## src/irtx_pkg.sv

```systemverilog
// Shared constants, codes and frame builder for the IR carrier serial transmitter.
package irtx_pkg;

	localparam int DATA_BITS  = 8;
	localparam int FRAME_LEN  = DATA_BITS + 2;
	localparam int POS_W      = $clog2(FRAME_LEN);
	localparam int BYTE_W     = 8;
	localparam int TICK_W     = 16;
	localparam int HALVES_W   = 7;
	localparam int HP_W       = 6;
	localparam int CFG_IDX_W  = 1;
	localparam int CFG_DATA_W = 16;
	localparam int ACTION_W   = 1;

	localparam logic [TICK_W-1:0]   TICKS_RST  = TICK_W'(334);
	localparam logic [HALVES_W-1:0] HALVES_RST = HALVES_W'(32);
	localparam logic [HALVES_W-1:0] HALVES_MIN = HALVES_W'(2);
	localparam logic [HALVES_W-1:0] HALVES_MAX = HALVES_W'(64);

	// configuration register indexes
	localparam logic [CFG_IDX_W-1:0] REG_HALF_TICKS  = CFG_IDX_W'(0);
	localparam logic [CFG_IDX_W-1:0] REG_HALVES_BIT  = CFG_IDX_W'(1);

	// item action codes
	localparam logic [ACTION_W-1:0] ACT_TICK = 1'b0;
	localparam logic [ACTION_W-1:0] ACT_LOAD = 1'b1;

	// start bit 0, data LSB first (bits past the byte are 0), stop bit 1
	function automatic logic [FRAME_LEN-1:0] build_frame(input logic [BYTE_W-1:0] b);
		logic [FRAME_LEN-1:0] f;
		f = '0;
		f[FRAME_LEN-1] = 1'b1;
		for (int i = 0; i < DATA_BITS; i++) begin
			if (i < BYTE_W) begin
				f[i+1] = b[i];
			end
		end
		return f;
	endfunction

endpackage

```

## src/ir_carrier_uart_transmitter.sv

```systemverilog
// IR carrier serial transmitter: 8N1 framing, carrier burst on 0 bits.
//
// Usage:
//  - Config port: cfg_we/cfg_index/cfg_data write half_period_ticks (index 0)
//    and half_periods_per_bit (index 1) with no item in flight; the value
//    applies at once, even mid-frame. No read-back.
//  - Input channel (in_valid/in_ready): each item is a tick (action 0) or a
//    load (action 1, data_byte). A load while a frame is in flight is dropped
//    and reported as rejected.
//  - Output channel (out_valid/out_ready): exactly one result item per input
//    item: ir_level, busy_res, rejected, frame_done.
//  - Path: an accepted item sits in the input register and is processed into
//    the result register once that register is free or drains; its result is
//    offered from that point on.
//  - Throughput: one item per clock while results are taken; per item, one
//    counter increment and compare chain between the input and result registers.
//  - Stall: when out_ready is low the result holds; one more item can sit in
//    the input register, then in_ready drops until the result is taken.
//  - Reset: LED low, idle, counters cleared, registers to 334 ticks and 32
//    half-periods per bit; no items pending.
module ir_carrier_uart_transmitter (
	input  logic                             clk,
	input  logic                             arst_n,
	input  logic                             cfg_we,
	input  logic [irtx_pkg::CFG_IDX_W-1:0]   cfg_index,
	input  logic [irtx_pkg::CFG_DATA_W-1:0]  cfg_data,
	input  logic                             in_valid,
	output logic                             in_ready,
	input  logic [irtx_pkg::ACTION_W-1:0]    action,
	input  logic [irtx_pkg::BYTE_W-1:0]      data_byte,
	output logic                             out_valid,
	input  logic                             out_ready,
	output logic                             ir_level,
	output logic                             busy_res,
	output logic                             rejected,
	output logic                             frame_done
);
	import irtx_pkg::*;

	// config registers
	logic [TICK_W-1:0]   half_ticks_q;
	logic [HALVES_W-1:0] halves_q;

	// input register
	logic                valid_s1;
	logic [ACTION_W-1:0] action_s1;
	logic [BYTE_W-1:0]   byte_s1;

	// frame state
	logic                 led_q;
	logic                 sending_q;
	logic [FRAME_LEN-1:0] frame_q;
	logic [POS_W-1:0]     bitpos_q;
	logic [HP_W-1:0]      hp_q;
	logic [TICK_W-1:0]    tick_q;

	// result register
	logic out_valid_q;
	logic ir_level_q, busy_q, rejected_q, done_q;

	// next state
	logic                 led_d, sending_d, rej_d, done_d;
	logic [FRAME_LEN-1:0] frame_d;
	logic [POS_W-1:0]     bitpos_d;
	logic [HP_W-1:0]      hp_d;
	logic [TICK_W-1:0]    tick_d;

	logic [TICK_W-1:0]    eff_ticks;
	logic [HALVES_W-1:0]  eff_halves;
	logic [POS_W-1:0]     pos;
	logic [POS_W:0]       pos_inc;
	logic [TICK_W:0]      tick_inc;
	logic [HALVES_W-1:0]  hp_inc;
	logic                 advance;

	localparam logic [POS_W:0]   FRAME_LEN_C = (POS_W+1)'(FRAME_LEN);
	localparam logic [POS_W-1:0] LAST_POS    = POS_W'(FRAME_LEN - 1);

	// handshake: stage 1 moves on whenever the result register is free or drains
	assign advance  = valid_s1 && (!out_valid_q || out_ready);
	assign in_ready = !valid_s1 || advance;

	// effective limits: zero ticks acts as one, halves clamped to 2..64
	always_comb begin
		eff_ticks = (half_ticks_q == '0) ? TICK_W'(1) : half_ticks_q;
		if (halves_q < HALVES_MIN) begin
			eff_halves = HALVES_MIN;
		end else if (halves_q > HALVES_MAX) begin
			eff_halves = HALVES_MAX;
		end else begin
			eff_halves = halves_q;
		end
	end

	always_comb begin
		led_d     = led_q;
		sending_d = sending_q;
		frame_d   = frame_q;
		bitpos_d  = bitpos_q;
		hp_d      = hp_q;
		tick_d    = tick_q;
		rej_d     = 1'b0;
		done_d    = 1'b0;
		pos       = ({1'b0, bitpos_q} < FRAME_LEN_C) ? bitpos_q : LAST_POS;
		pos_inc   = {1'b0, pos} + (POS_W+1)'(1);
		tick_inc  = {1'b0, tick_q} + (TICK_W+1)'(1);
		hp_inc    = {1'b0, hp_q} + HALVES_W'(1);
		if (action_s1 == ACT_LOAD) begin
			if (sending_q) begin
				rej_d = 1'b1;
			end else begin
				frame_d   = build_frame(byte_s1);
				sending_d = 1'b1;
				bitpos_d  = '0;
				hp_d      = '0;
				tick_d    = '0;
			end
		end else if (sending_q) begin
			// carrier toggles at the first tick of each half-period of a 0 bit
			if (tick_q == '0 && !frame_q[pos]) begin
				led_d = !led_q;
			end
			if (tick_inc[TICK_W] || tick_inc[TICK_W-1:0] >= eff_ticks) begin
				tick_d = '0;
				if (hp_inc >= eff_halves) begin
					hp_d = '0;
					if (pos_inc >= FRAME_LEN_C) begin
						bitpos_d  = '0;
						sending_d = 1'b0;
						done_d    = 1'b1;
					end else begin
						bitpos_d = pos_inc[POS_W-1:0];
					end
				end else begin
					hp_d = hp_inc[HP_W-1:0];
				end
			end else begin
				tick_d = tick_inc[TICK_W-1:0];
			end
		end
	end

	// config writes
	always_ff @(posedge clk or negedge arst_n) begin
		if (!arst_n) begin
			half_ticks_q <= TICKS_RST;
			halves_q     <= HALVES_RST;
		end else if (cfg_we) begin
			case (cfg_index)
				REG_HALF_TICKS: half_ticks_q <= cfg_data[TICK_W-1:0];
				REG_HALVES_BIT: halves_q     <= cfg_data[HALVES_W-1:0];
				default: ;
			endcase
		end
	end

	// input register
	always_ff @(posedge clk or negedge arst_n) begin
		if (!arst_n) begin
			valid_s1 <= 1'b0;
		end else if (in_ready) begin
			valid_s1 <= in_valid;
		end
	end

	always_ff @(posedge clk) begin
		if (in_valid && in_ready) begin
			action_s1 <= action;
			byte_s1   <= data_byte;
		end
	end

	// frame state and result valid
	always_ff @(posedge clk or negedge arst_n) begin
		if (!arst_n) begin
			led_q       <= 1'b0;
			sending_q   <= 1'b0;
			frame_q     <= '1;
			bitpos_q    <= '0;
			hp_q        <= '0;
			tick_q      <= '0;
			out_valid_q <= 1'b0;
		end else begin
			if (advance) begin
				led_q     <= led_d;
				sending_q <= sending_d;
				frame_q   <= frame_d;
				bitpos_q  <= bitpos_d;
				hp_q      <= hp_d;
				tick_q    <= tick_d;
			end
			if (advance) begin
				out_valid_q <= 1'b1;
			end else if (out_ready) begin
				out_valid_q <= 1'b0;
			end
		end
	end

	// result payload
	always_ff @(posedge clk) begin
		if (advance) begin
			ir_level_q <= led_d;
			busy_q     <= sending_d;
			rejected_q <= rej_d;
			done_q     <= done_d;
		end
	end

	assign out_valid  = out_valid_q;
	assign ir_level   = ir_level_q;
	assign busy_res   = busy_q;
	assign rejected   = rejected_q;
	assign frame_done = done_q;

	// a dropped load leaves the frame running
	a_rej_busy: assert property (@(posedge clk) disable iff (!arst_n)
		out_valid_q && rejected_q |-> busy_q)
		else $error("rejected item without busy");

	// frame end clears busy and never coincides with a reject
	a_done_idle: assert property (@(posedge clk) disable iff (!arst_n)
		out_valid_q && done_q |-> !busy_q && !rejected_q)
		else $error("frame_done with busy or rejected");

	// counters are parked at zero while idle
	a_idle_clear: assert property (@(posedge clk) disable iff (!arst_n)
		!sending_q |-> tick_q == '0 && hp_q == '0 && bitpos_q == '0)
		else $error("counters not cleared while idle");

	// an item held in stage 1 during a stall stays valid and unchanged
	a_stall_hold: assert property (@(posedge clk) disable iff (!arst_n)
		valid_s1 && !advance |=> valid_s1 && $stable(action_s1) && $stable(byte_s1))
		else $error("stage 1 item lost during stall");

endmodule
```

## config.mk

```make
export PLATFORM = sky130hd
export DESIGN_NAME = ir_carrier_uart_transmitter
export DESIGN_NICKNAME = d
export VERILOG_FILES = /design/src/irtx_pkg.sv /design/src/ir_carrier_uart_transmitter.sv
export SDC_FILE = /design/constraint.sdc
export NUM_CORES = 1
export LEC_CHECK = 0
export BUFFER_PORTS_ARGS = -buffer_cell sky130_fd_sc_hd__buf_2
export CAP_MARGIN = 20
export CORE_MARGIN = 5
export CORE_UTILIZATION = 35
export CTS_BUF_LIST = sky130_fd_sc_hd__clkbuf_16
export CTS_CLUSTER_SIZE = 20
export DETAILED_ROUTE_END_ITERATION = 10
export GPL_TIMING_DRIVEN = 0
export PLACE_DENSITY = 0.58
export SLEW_MARGIN = 10
export SYNTH_ARGS = -nofsm -noshare
export SYNTH_HDL_FRONTEND = slang
export SYNTH_SLANG_ARGS = --single-unit
```

## constraint.sdc

```tcl
create_clock -name clk -period 7 [get_ports clk]
set_input_delay 1.05 -clock clk [delete_from_list [all_inputs] [get_ports clk]]
set_output_delay 1.05 -clock clk [all_outputs]
set_load 0.02 [all_outputs]
```

==> results.cfg <==
[synth]
ys_top_cells_by_count = nand2_1, dfrtp_1, inv_1
synth_cells = 428
async_flop_share_pct = 82.67
syn_avg_cell_area_sq_um = 9.817
synthFlopType = dfrtp_1
ys_seq_area_share_pct = 46.66
ys_ff_latch = 75
synth_most_common_cell = nand2_1
synth_nets = 490
synth.distinct_cells = 52
ys_top_cells_by_area = dfrtp_1, dfstp_2, edfxtp_1
synth.largest_area_cell = dfrtp_1
netlist_area_sq_um = 4202
synth_top_area_share_pct = 27.99
synth_warnings = 0
synth_edf_count = 13

[drt]
dr.pass1.iters = 4
detail_route.iter0.violations = 127
wl_per_cell_um = 15.08
routed_wl_mm = 9.470
postRouteAntennaNets = 0
vias = 3258
drc = 0
vias_per_cell = 5.188

[place]
placed_cells_incl_taps = 612
place.gp.congestion = 0.8646
portBuffers = 36
post-place-ws_ps = 2754
hpwlAfterDp_mm = 7.124

[clocking]
cts-buffers-inserted = 9
tritoncts = built
clk_pin_slew_worst_paths_ps = 60
clockBufferDepth = 2
clock-sinks = 75
clockRootBuffer = clkbuf_16
post_cts_resized = 0
clock_latency_ps = 340
hold_buffers = 0
post_cts_buffers = 0
cts_max_level = 3

[critical_path]
criticalPathCategory = reg -> reg
cp.required_ps = 7210
start_kind = flip-flop
path_buf_inv = 2
critPathMaxFanout = 10
arrival_ps = 4480
reg2regPathDepth = 15
crit_slowest_cell = nor3_1
crit_path_end = bitpos_q[0]
cp-end-kind = flip-flop
cp_top_family = simple AND/OR/NAND/NOR gates
reg2reg_to = bitpos_q[0]
reg2reg_slack_ps = 2730
worstSetupStartpoint = tick_q[0]
critPathMaxStageDelay_ps = 670
worstPathCellList = nand3_1 -> or2_1 -> nor3_1 -> nand3_1 -> nand2_1 -> nand2_1 -> ha_1 -> a211oi_1 -> nor2_1 -> or3_1 -> a211oi_1 -> buf_2 -> buf_2 -> o21ai_1 -> o41ai_1
r2r_start = tick_q[0]
path_depth = 15

[timing]
slew_violations = 0
fin_skew_ps = 7.836
tightestPinTransition_ps = 1028
slew_headroom_pct = 29.68
hold_viol = 0
setup_violations = 0
period_share_pct = 61.04
setup_slack_ps = 2727
fin_crit_ps = 4273
fin_tns_setup_ps = 0
grt_setup_unrepaired = false
fmax_ghz = 0.2340

[floorplanning]
core_sq_um = 11910
initial_core_util_pct = 35.27
die_w_um = 119.6
io_pins = 37
die_y_um = 119.6
rows = 40
dieArea_sq_um = 14300

[power]
p_sw_uw = 435.4
p_leak_nw = 2.152
combPwrFrac_pct = 25.6
seq_power_share_pct = 42.8
vdd_drop_max_uv = 129.9
intPower_uw = 922.9
p_clk_share_pct = 31.6
power_density_nw_per_um2 = 278.8
power.share.switching_pct = 32.05

[worst_hold_path]
hold_path_class = reg -> reg

[global_routing]
grt_pass1_vias = 3396
grt_usage_pct = 13.99
grt_first_pass_wirelength_mm = 16.10
grt_max_degree = 59
antenna_found_initial = 0
grt-ovfl-total = 0

[final_layout]
syn_to_final_growth_pct = 15.96
num_antenna_cells = 0
fillers = 1165
post-route-util_pct = 40.90
drive_above_1_share_pct = 19.33
final_cell_count_no_fill = 628
nets = 538

[status]
status = finished, final reports clean

[job]
drv_cap = 0
==> power by group through the flow <==
stage	Combinational [mW]	Clock, mW	Sequential, mW
after floorplan	0.250	0	0.579
after global placement	0.331	0	0.587
after detailed placement	0.349	0	0.590
after CTS	0.352	0.442	0.582
after global routing	0.399	0.463	0.590
final	0.347	0.429	0.582
==> routing by layer <==
| metal | track usage, % | part of all wire, % |
|---|---|---|
| met3 | 3.393 | 3.7 |
| met4 | 4.724 | 1.5 |
| met2 | 23.83 | 51 |
| met5 | 0 | 0 |
| met1 | 17.40 | 44 |
==> per-stage QoR <==
| stage | hold WS (ps) | total power, mW | instance area [sq um] |
|---|---|---|---|
| after CTS | 468.9 | 1.375 | 4872 |
| after floorplan | 456.0 | 0.8288 | 4202 |
| final | 468.3 | 1.358 | 4872 |
| after global routing | 497.3 | 1.452 | 4872 |
| after detailed placement | 465.5 | 0.9387 | 4596 |
| after global placement | 469.9 | 0.9179 | 4566 |
==> sequential cells by signal, indices dropped and copies added (netlist names) <==
signal        flops
valid_s1          1
byte_s1           8
halves_q          7
rejected          1
frame_q           9
bitpos_q          4
tick_q           16
busy_res          1
frame_done        1
out_valid         1
hp_q              6
led_q             1
half_ticks_q     16
action_s1         1
sending_q         1
ir_level          1
==> placed cells by master, fill, tap and decap left out, types with 3 or more instances in the layout <==
cell       instances
a2111oi_0          3
a211oi_1           3
a21o_1             3
a21oi_1           13
a31o_1             3
and3_1             4
buf_2             39
clkbuf_1           9
clkbuf_16          9
dfrtp_1           47
dfstp_2           15
edfxtp_1          13
ha_1              31
inv_1             33
mux2_2            16
mux2i_1            6
nand2_1           61
nand2b_1          10
nand3_1           21
nand4_1            8
nor2_1            13
nor2b_1            3
nor3_1             7
nor4_1             5
o21a_1             6
o21ai_0           29
o21ai_1            6
o22ai_1            7
or3_1              3
or4_1              4
xnor2_1            9
xor2_1             8
==> cell type report <==
cell class	instances	area, sq um	area share, %
multi-input cells	304	2048	42.04
flip-flops and latches	75	1961	40.24
clock buffers	9	225.2	4.622
repair buffers	37	210.2	4.314
well taps	147	183.9	3.775
inverters	34	127.6	2.619
plain buffers	15	65.06	1.335
clock inverters	7	51.30	1.053
==> worst min path at each step <==
stage / start / to / slack, ps / depth (start not counted)
6_report: byte_s1[3] / frame_q[4] / 470 / 1
5_1_grt: byte_s1[3] / frame_q[4] / 500 / 1
4_1_cts: byte_s1[3] / frame_q[4] / 470 / 1
3_5_place_dp: byte_s1[3] / frame_q[4] / 470 / 1
3_3_place_gp: byte_s1[5] / frame_q[6] / 470 / 1
2_1_floorplan: byte_s1[0] / frame_q[1] / 460 / 1
==> worst register-to-register path, stage by stage (launching register included) <==
cell and delay [ps]:
dfrtp_1 460, nand3_1 120, or2_1 270, nor3_1 670, nand3_1 210, nand2_1 120, nand2_1 90, ha_1 330
a211oi_1 220, nor2_1 90, or3_1 310, a211oi_1 440, buf_2 330, buf_2 280, o21ai_1 110, o41ai_1 90
==> logic make-up after synthesis <==
logic type | count (synthesis) | share of synthesized area, %
AND/OR/NAND/NOR | 149 | 17.27
multiplexers | 23 | 6.254
buffers and inverters | 49 | 4.586
adder cells (fa/ha/maj) | 31 | 9.232
flip-flops | 75 | 46.66
XOR/XNOR | 17 | 3.544
AO/OA/AOI/OAI | 84 | 12.45
No activity file was read; power rests on OpenSTA's default activity.
